**src/rtl/core/hcfb_pkg.sv**
```systemverilog
package hcfb_pkg;

  localparam logic [7:0] IdleByte      = 8'h00;
  localparam logic [7:0] StartHigh     = 8'hFF;
  localparam logic [7:0] IdentReset    = 8'hD4;
  localparam logic [7:0] LenOverhead   = 8'd2;

  // one input word
  typedef struct packed {
    logic [7:0] command_code;
    logic [7:0] payload_length;
    logic [7:0] payload_byte;
  } hcfb_in_t;

  // one output word
  typedef struct packed {
    logic [7:0] frame_byte;
    logic       frame_end;
  } hcfb_out_t;

  // byte positions within a frame
  typedef enum logic [3:0] {
    SlotPre     = 4'd0,
    SlotStart0  = 4'd1,
    SlotStart1  = 4'd2,
    SlotLen     = 4'd3,
    SlotLcs     = 4'd4,
    SlotIdent   = 4'd5,
    SlotCmd     = 4'd6,
    SlotPayload = 4'd7,
    SlotDcs     = 4'd8,
    SlotPost    = 4'd9
  } hcfb_slot_e;

  // what one accepted word has to emit
  typedef struct packed {
    logic       hdr;
    logic       pay;
    logic       tail;
    logic [7:0] len;
    logic [7:0] ident;
    logic [7:0] cmd;
    logic [7:0] pbyte;
    logic [7:0] dcs;
  } hcfb_item_t;

endpackage

```
**src/rtl/core/hcfb_frame_ctl.sv**
```systemverilog
module hcfb_frame_ctl import hcfb_pkg::*; (
  input  logic       clk_i,
  input  logic       rst_ni,
  input  logic       accept_i,
  input  hcfb_in_t   word_i,
  input  logic [7:0] ident_i,
  output hcfb_item_t item_o
);

  logic       inside_q, inside_d;
  logic [7:0] remain_q, remain_d;
  logic [7:0] sum_q, sum_d;

  logic [7:0] base_sum;
  logic [7:0] new_sum;
  logic [7:0] new_remain;
  logic       has_pay;

  always_comb begin
    item_o     = '0;
    has_pay    = inside_q || (word_i.payload_length != 8'd0);
    base_sum   = inside_q ? sum_q : (ident_i + word_i.command_code);
    new_sum    = has_pay ? (base_sum + word_i.payload_byte) : base_sum;
    new_remain = inside_q ? (remain_q - 8'd1)
                          : (has_pay ? (word_i.payload_length - 8'd1) : 8'd0);

    item_o.hdr   = !inside_q;
    item_o.pay   = has_pay;
    item_o.tail  = (new_remain == 8'd0);
    item_o.len   = word_i.payload_length + LenOverhead;
    item_o.ident = ident_i;
    item_o.cmd   = word_i.command_code;
    item_o.pbyte = word_i.payload_byte;
    item_o.dcs   = 8'd0 - new_sum;

    inside_d = inside_q;
    remain_d = remain_q;
    sum_d    = sum_q;
    if (accept_i) begin
      if (new_remain == 8'd0) begin
        inside_d = 1'b0;
        remain_d = 8'd0;
        sum_d    = 8'd0;
      end else begin
        inside_d = 1'b1;
        remain_d = new_remain;
        sum_d    = new_sum;
      end
    end
  end

  always_ff @(posedge clk_i or negedge rst_ni) begin
    if (!rst_ni) begin
      inside_q <= 1'b0;
      remain_q <= 8'd0;
      sum_q    <= 8'd0;
    end else begin
      inside_q <= inside_d;
      remain_q <= remain_d;
      sum_q    <= sum_d;
    end
  end

endmodule

```
**src/rtl/core/host_command_frame_builder.sv**
```systemverilog
// Host command frame builder: turns a stream of input words into the bytes of a
// host-to-controller information frame. The first word of a frame carries the
// command code, the payload length and (if the length is not zero) the first
// payload byte; it yields the seven header bytes (preamble, two start codes,
// length = payload_length + 2, length checksum, frame identifier, command),
// then its payload byte. Each later word yields one payload byte. After the
// last payload byte the data checksum and the postamble follow; frame_end
// marks the postamble. An empty payload gives the whole nine-byte frame from
// one word. Rate: a payload word inside a frame is freed as its byte moves out,
// so payload streams at one byte per clock unless the output stalls; a frame's
// first word holds the input until its header bytes (and any payload byte)
// have moved out, a word that closes the frame until its checksum and postamble
// have too. The first byte passes the item register, then the output register.
// The frame identifier register (reset 0xD4) is written via cfg_we_i/cfg_data_i;
// the user must write it only while the block is idle; nothing enforces it.
module host_command_frame_builder import hcfb_pkg::*; (
  input  logic       clk_i,
  input  logic       rst_ni,
  // input words
  input  logic       in_valid_i,
  output logic       in_ready_o,
  input  hcfb_in_t   in_data_i,
  // output words
  output logic       out_valid_o,
  input  logic       out_ready_i,
  output hcfb_out_t  out_data_o,
  // frame identifier register
  input  logic       cfg_we_i,
  input  logic [7:0] cfg_data_i
);

  logic [7:0] ident_q;

  // item register: the descriptor of the word being serialized
  hcfb_item_t item_d, item_q;
  logic       item_valid_q;
  hcfb_slot_e slot_q;

  // output register
  logic       out_valid_q;
  hcfb_out_t  out_q;

  logic       in_accept;
  logic       out_load;
  logic       slot_last;
  hcfb_slot_e slot_next;
  hcfb_out_t  out_d;

  // frame state lives in the control block, updated on every accepted word
  hcfb_frame_ctl u_ctl (
    .clk_i    (clk_i),
    .rst_ni   (rst_ni),
    .accept_i (in_accept),
    .word_i   (in_data_i),
    .ident_i  (ident_q),
    .item_o   (item_d)
  );

  // a valid item loads the output register when it is empty or being drained
  assign out_load  = item_valid_q && (!out_valid_q || out_ready_i);

  // a word's last byte is the postamble if it closes the frame, else its payload
  assign slot_last = item_q.tail ? (slot_q == SlotPost) : (slot_q == SlotPayload);

  // the item register frees up in the cycle its last byte moves out
  assign in_ready_o = !item_valid_q || (out_load && slot_last);
  assign in_accept  = in_valid_i && in_ready_o;

  // skip the payload slot when the frame has no payload
  always_comb begin
    if (slot_q == SlotCmd && !item_q.pay) begin
      slot_next = SlotDcs;
    end else begin
      slot_next = hcfb_slot_e'(slot_q + 4'd1);
    end
  end

  // byte select for the current slot
  always_comb begin
    out_d.frame_end = 1'b0;
    case (slot_q)
      SlotPre:     out_d.frame_byte = IdleByte;
      SlotStart0:  out_d.frame_byte = IdleByte;
      SlotStart1:  out_d.frame_byte = StartHigh;
      SlotLen:     out_d.frame_byte = item_q.len;
      SlotLcs:     out_d.frame_byte = 8'd0 - item_q.len;
      SlotIdent:   out_d.frame_byte = item_q.ident;
      SlotCmd:     out_d.frame_byte = item_q.cmd;
      SlotPayload: out_d.frame_byte = item_q.pbyte;
      SlotDcs:     out_d.frame_byte = item_q.dcs;
      SlotPost: begin
        out_d.frame_byte = IdleByte;
        out_d.frame_end  = 1'b1;
      end
      default:     out_d.frame_byte = IdleByte;
    endcase
  end

  // control: identifier, item valid, slot counter, output valid
  always_ff @(posedge clk_i or negedge rst_ni) begin
    if (!rst_ni) begin
      ident_q      <= IdentReset;
      item_valid_q <= 1'b0;
      slot_q       <= SlotPre;
      out_valid_q  <= 1'b0;
    end else begin
      if (cfg_we_i) begin
        ident_q <= cfg_data_i;
      end
      if (in_accept) begin
        item_valid_q <= 1'b1;
        // a word inside a frame starts straight at its payload byte
        slot_q       <= item_d.hdr ? SlotPre : SlotPayload;
      end else if (out_load) begin
        if (slot_last) begin
          item_valid_q <= 1'b0;
        end else begin
          slot_q <= slot_next;
        end
      end
      if (out_load) begin
        out_valid_q <= 1'b1;
      end else if (out_ready_i) begin
        out_valid_q <= 1'b0;
      end
    end
  end

  // payload registers, no reset
  always_ff @(posedge clk_i) begin
    if (in_accept) begin
      item_q <= item_d;
    end
    if (out_load) begin
      out_q <= out_d;
    end
  end

  assign out_valid_o = out_valid_q;
  assign out_data_o  = out_q;

endmodule

```
**config.mk**
```make
export PLATFORM = sky130hd
export DESIGN_NAME = host_command_frame_builder
export DESIGN_NICKNAME = d
export VERILOG_FILES = /design/src/rtl/core/hcfb_pkg.sv /design/src/rtl/core/hcfb_frame_ctl.sv /design/src/rtl/core/host_command_frame_builder.sv
export SDC_FILE = /design/constraint.sdc
export NUM_CORES = 1
export LEC_CHECK = 0
export BUFFER_PORTS_ARGS = -buffer_cell sky130_fd_sc_hd__buf_4
export CORE_ASPECT_RATIO = 2
export CORE_UTILIZATION = 55
export CTS_BUF_LIST = sky130_fd_sc_hd__clkbuf_4
export DETAILED_ROUTE_END_ITERATION = 10
export GPL_TIMING_DRIVEN = 1
export PLACE_DENSITY = 0.75
export SYNTH_ARGS = -nofsm -noshare
export SYNTH_HDL_FRONTEND = slang
export SYNTH_SLANG_ARGS = --single-unit
export TNS_END_PERCENT = 5
```
**constraint.sdc**
```tcl
create_clock -name clk_i -period 5.96 [get_ports clk_i]
set_input_delay 0.298 -clock clk_i [delete_from_list [all_inputs] [get_ports clk_i]]
set_output_delay 0.298 -clock clk_i [all_outputs]
set_load 0.05 [all_outputs]
```
; ---- Word-level counts from Yosys, hierarchy flattened
; Index checks and enable logic that the tools add are counted.
[classes]
addsub = 8
n_eq_ne = 9
n_mux = 20
n_reduce_logical = 17
[op_table]
columns = op, n
row1 = case mux 8 bit (7 select lines), 1
row2 = 2-to-1 mux 8 bit, 6
row3 = adder 8 bit, 2
row4 = "equality test 4 x 3 -> 1 bit, second input constant", 4
row5 = 2-to-1 mux 4 bit, 4
row6 = "subtractor 1 x 8 -> 8 bit, first input constant", 2
row7 = "subtractor 8 x 1 -> 8 bit, second input constant", 2
row8 = "adder 8 x 2 -> 8 bit, second input constant", 1
row9 = "equality test 4 x 2 -> 1 bit, second input constant", 2
row10 = "equality test 4 bit, second input constant", 2
row11 = zero test 8 bit, 1
row12 = 2-to-1 mux 1 bit, 8
row13 = nonzero test 8 bit, 1
row14 = nonzero test 2 bit, 3
row15 = "adder 4 x 1 -> 4 bit, second input constant", 1
row16 = logical AND 1 bit, 4
row17 = AND reduction 2 bit, 2
row18 = zero test 1 bit, 3
row19 = logical OR 1 bit, 3
row20 = 2-to-1 mux 3 bit, 1
row21 = "!= test 2 bit, second input constant", 1
[totals]
regBits = 82

; ---- Longest topological paths before layout
[depth]
depth_word = 8
ltp_mapped = 15

; ---- Hierarchy
; Synthesis repeated with hierarchy kept, for this count alone.
[hier_totals]
cells_unflattened = 455
hier_area_um2 = 4968.5
[by_module_without_submodules]
columns = module, n_inst, cells_each, area_each_um2, seq_area_each_um2
row1 = host_command_frame_builder, 1, 193, 2771.4, 1886.8
row2 = hcfb_frame_ctl, 1, 262, 2197.1, 425.4

; ---- Worst setup path before layout
; OpenSTA, ideal clock, no wires.
[synth_timing]
path_type = reg2reg
from = register ident_q[0]
to = register item_q[7] (netlist name) (data pin)
setup_time_ps = 258
arrival_ps = 3470
slack_ps = 2232
stages_incl_launch_ff = 16
n_path_buf = 0
path_cell_list = dfrtp_1 ha_1 fa_1 a211oi_1 o21bai_1 a21oi_1 xor2_1 o21ai_0 ha_1 o21ai_1 nor3b_1 a311oi_1 o311ai_4 nor4b_2 a221o_1 xnor2_1
[synth_lines]
columns = item, line_no
row1 = from (decl), host_command_frame_builder.sv:32  ; logic [7:0] ident_q;
row2 = from (signal assigned), host_command_frame_builder.sv:102  ; ident_q <= IdentReset;
row3 = from (signal assigned), host_command_frame_builder.sv:108  ; ident_q <= cfg_data_i;
row4 = to (signal assigned), host_command_frame_builder.sv:132  ; item_q <= item_d;
row5 = to (decl), host_command_frame_builder.sv:35  ; hcfb_item_t item_d, item_q;

==> impl_metrics.toml <==
[clocking]
clkSinkCount = 82
cts.path.max_buffers = 2
clk_latency_ns = 0.44
cts-root-buf = "clkbuf_4"
clk_pin_slew_ns = 0.13
cts-buffers-inserted = 9
cts_resized = 0
cts_tree = "built"
cts-htree-levels = 3

[floorplan]
dieHeight_um = 135
design.die.area_sq_um = 9240
num_rows = 48
core-area_sq_um = 8590
io_pins = 48
start_util_pct = 56.6
die_x_um = 68.5

[pwr]
pwr-share-clk_pct = 14.6
power.density_nw_per_um2 = 456
ir_worst_vdd_mv = 0.243
seq_power_share_pct = 36.5
combinationalPowerShare_pct = 48.9
p_leak_nw = 2.18
internal_power_mw = 1.44
p_switching_mw = 1.03
swShare_pct = 41.7

[detailed_routing]
drt.antenna.violating_nets = 0
wl_met3_um = 365
drt_iter0_markers = 198
wl_met1_um = 3850
routed_wl_um = 11200
vias = 3604
wl_per_cell_um = 19.0
top_layer = "met4"
wl_met2_um = 6330
drc = 0
drtPass1Iterations = 4
viasPerCell = 6.08

[grt]
grt_pass1_wl_um = 17400
grt-ovfl-total = 0
antenna_found_initial = 1
grt_max_degree = 34
grt_use_total_pct = 26.6
grt_pass1_vias = 3705

[yosys]
synth_edf_count = 51
synth_ff_type = "edfxtp_1"
synth_cell_type_count = 62
ys_async_sr_fraction_pct = 37.8
yosys_warnings = 0
syn_nets = 509
syn_inst = 446
yosysTopAreaCellShare_pct = 31.5
synth_area_sq_um = 4860
yosysTopAreaCell = "edfxtp_1"
yosysSeqAreaShare_pct = 47.6
synth.area.top_cells = "edfxtp_1, dfrtp_1, ha_1, nand2_1, xnor2_1"
ys_seq_elements = 82
synth_area_per_cell_sq_um = 10.9

[timing]
fin_ws_ns = 1.87
post-route-period-util_pct = 68.6
slew_headroom_pct = 17.1
rsz0062_at_grt = "no"
worst_pin_slew_ns = 1.24
fin_crit_ns = 4.09
fmaxAchievable_ghz = 0.244
finalSetupTns_ns = 0
slew_viol_final = 0
skew_ns = 0.0122
setup_viol = 0
final_hold_viol_count = 0

[worst_setup_path]
critPathTopFamily = "compound AO/OA/AOI/OAI gates"
critical_path_class = "reg -> reg"
critPathCaptureType = "register"
critPathMaxFanout = 4
required_ns = 6.17
slowest_stage = "fa_1"
critPathBufInv = 0
worstPathArrival_ns = 4.30
rrSetupSlack_ns = 1.87
critPathLaunchType = "register"
slowest_delay_ns = 0.42
worstPathCellList = "ha_1 -> fa_1 -> a211oi_1 -> o21bai_1 -> a21oi_1 -> xor2_1 -> o21ai_0 -> ha_1 -> o21ai_1 -> nor3b_1 -> a311oi_1 -> o311ai_4 -> nor4b_2 -> a221o_1 -> xnor2_1"
path_common_cell = "ha_1"

[flow_run]
cap_violations = 0

[final_layout]
drive_gt1_share_pct = 19.7
nNetsFinal = 550
fill_cells = 717
multi_input_area_sq_um = 2370
final_cell_area_sq_um = 5420
finish.utilization_pct = 63.1
final_cells = 593
areaGrowthSynthToFinish_pct = 11.5
ff_latch_area_sq_um = 2310

[place]
port_buffers = 47
placed_cells = 575
place.gp.congestion = 0.883
place_area_sq_um = 5260
hpwl_um = 8700
post-place-ws_ns = 1.82

[worst_hold_path]
hp-class = "in -> reg"

[outcome]
outcome = "finished clean"
[power by group through the flow]
| stage | Combinational [mW] | Clock [mW] | Sequential, mW |
|---|---|---|---|
| after global placement | 1.16 | 0 | 0.906 |
| after global routing | 1.33 | 0.386 | 0.920 |
| after floorplan | 0.873 | 0 | 0.941 |
| final | 1.21 | 0.360 | 0.903 |
| after CTS | 1.20 | 0.366 | 0.902 |
| after detailed placement | 1.20 | 0 | 0.915 |
[synth_stat cells (all sizes together) (4+ instances only)]
library cell,number
dfstp,4
a222oi,5
nor3,10
a31oi,5
edfxtp,51
xnor2,21
dfrtp,27
a21oi,17
nor2b,6
nor2,13
nand3,15
o21a,7
and3,5
or4,4
nand2b,6
a22o,4
a22oi,9
o21ai,33
mux2i,4
and2,5
ha,24
clkbuf,13
o31ai,8
and4,4
xor2,15
buf,7
a211oi,4
nand2,51
inv,21
mux2,12
[area by class of cell]
class / count / share of cell area, %
clock inverter: 7 / 1.55
multi-input combinational: 323 / 43.8
sequential: 82 / 42.7
timing repair buffer: 50 / 6.97
tap: 100 / 2.31
inverter: 21 / 1.45
clock buffer: 9 / 1.25
antenna: 1 / 0.0462
[through the flow]
stage / power (mW) / hold slack, ns
after floorplan: 1.81 / 0.00241
after global placement: 2.07 / 0.275
after detailed placement: 2.11 / 0.281
after CTS: 2.47 / 0.0253
after global routing: 2.64 / 0.0202
final: 2.47 / 0.0365
[cell usage in the layout, fill, tap and decap left out, types with 3 or more instances in the layout]
master	instances
and3_1	5
o211ai_1	3
nor2_1	13
a22oi_1	9
o21ai_0	24
clkinv_1	3
o21a_1	7
xnor2_1	21
nor3_1	9
o22ai_1	3
mux2_2	12
ha_1	24
a222oi_1	5
a31oi_1	5
o21ai_1	9
a21o_1	3
a211oi_1	4
nand2_1	51
or4_1	3
inv_1	20
clkbuf_4	9
and4_1	3
edfxtp_1	51
nand3_1	15
o31ai_2	8
dfstp_2	4
xor2_1	15
dfrtp_1	27
nor3b_1	3
nand2b_1	6
a21oi_1	17
a22o_1	4
buf_4	49
and2_1	4
nor2b_1	6
[state kept, by name, summed over array words and instances, names as in the netlist]
register,flops
out_data_o,9
item_q,42
out_valid_o,1
u_ctl.inside_q,1
u_ctl.remain_q,8
slot_q,4
ident_q,8
item_valid_q,1
u_ctl.sum_q,8
[kinds of logic after synthesis]
family,synth area share (%)
and+or+nand+nor,14.9
AOI/OAI and AO/OA,16.3
DFF,47.6
buffers and inverters,3.63
xor gates and xnor gates,6.49
adders and majority gates,7.00
muxes,4.12
[routing by layer]
layer | up-vias | track usage (%)
met3 | 42 | 4.05
met4 | 0 | 18.4
met1 | 1725 | 25.3
li1 | 1727 | -
met2 | 110 | 48.5
met5 | - | 0
[timing repair]
| item | 4_1_cts | 5_1_grt |
|---|---|---|
| endpoints found under the hold margin | 27 | 0 |
| hold buffers | 1 | 0 |
| setup buffers | 0 | 0 |
[worst paths after layout]
check                               from            to  cells past startpoint
max                           ident_q[0]     item_q[7]                     15
min                        in_data_i[16]    item_q[16]                      1
max reg2reg                   ident_q[0]     item_q[7]                     15
min reg2reg                   ident_q[0]    item_q[24]                      0
max in group asynchronous         rst_ni    ident_q[7]                      2
min in group asynchronous         rst_ni  item_valid_q                      2
No activity file was read; power rests on OpenSTA's default activity.
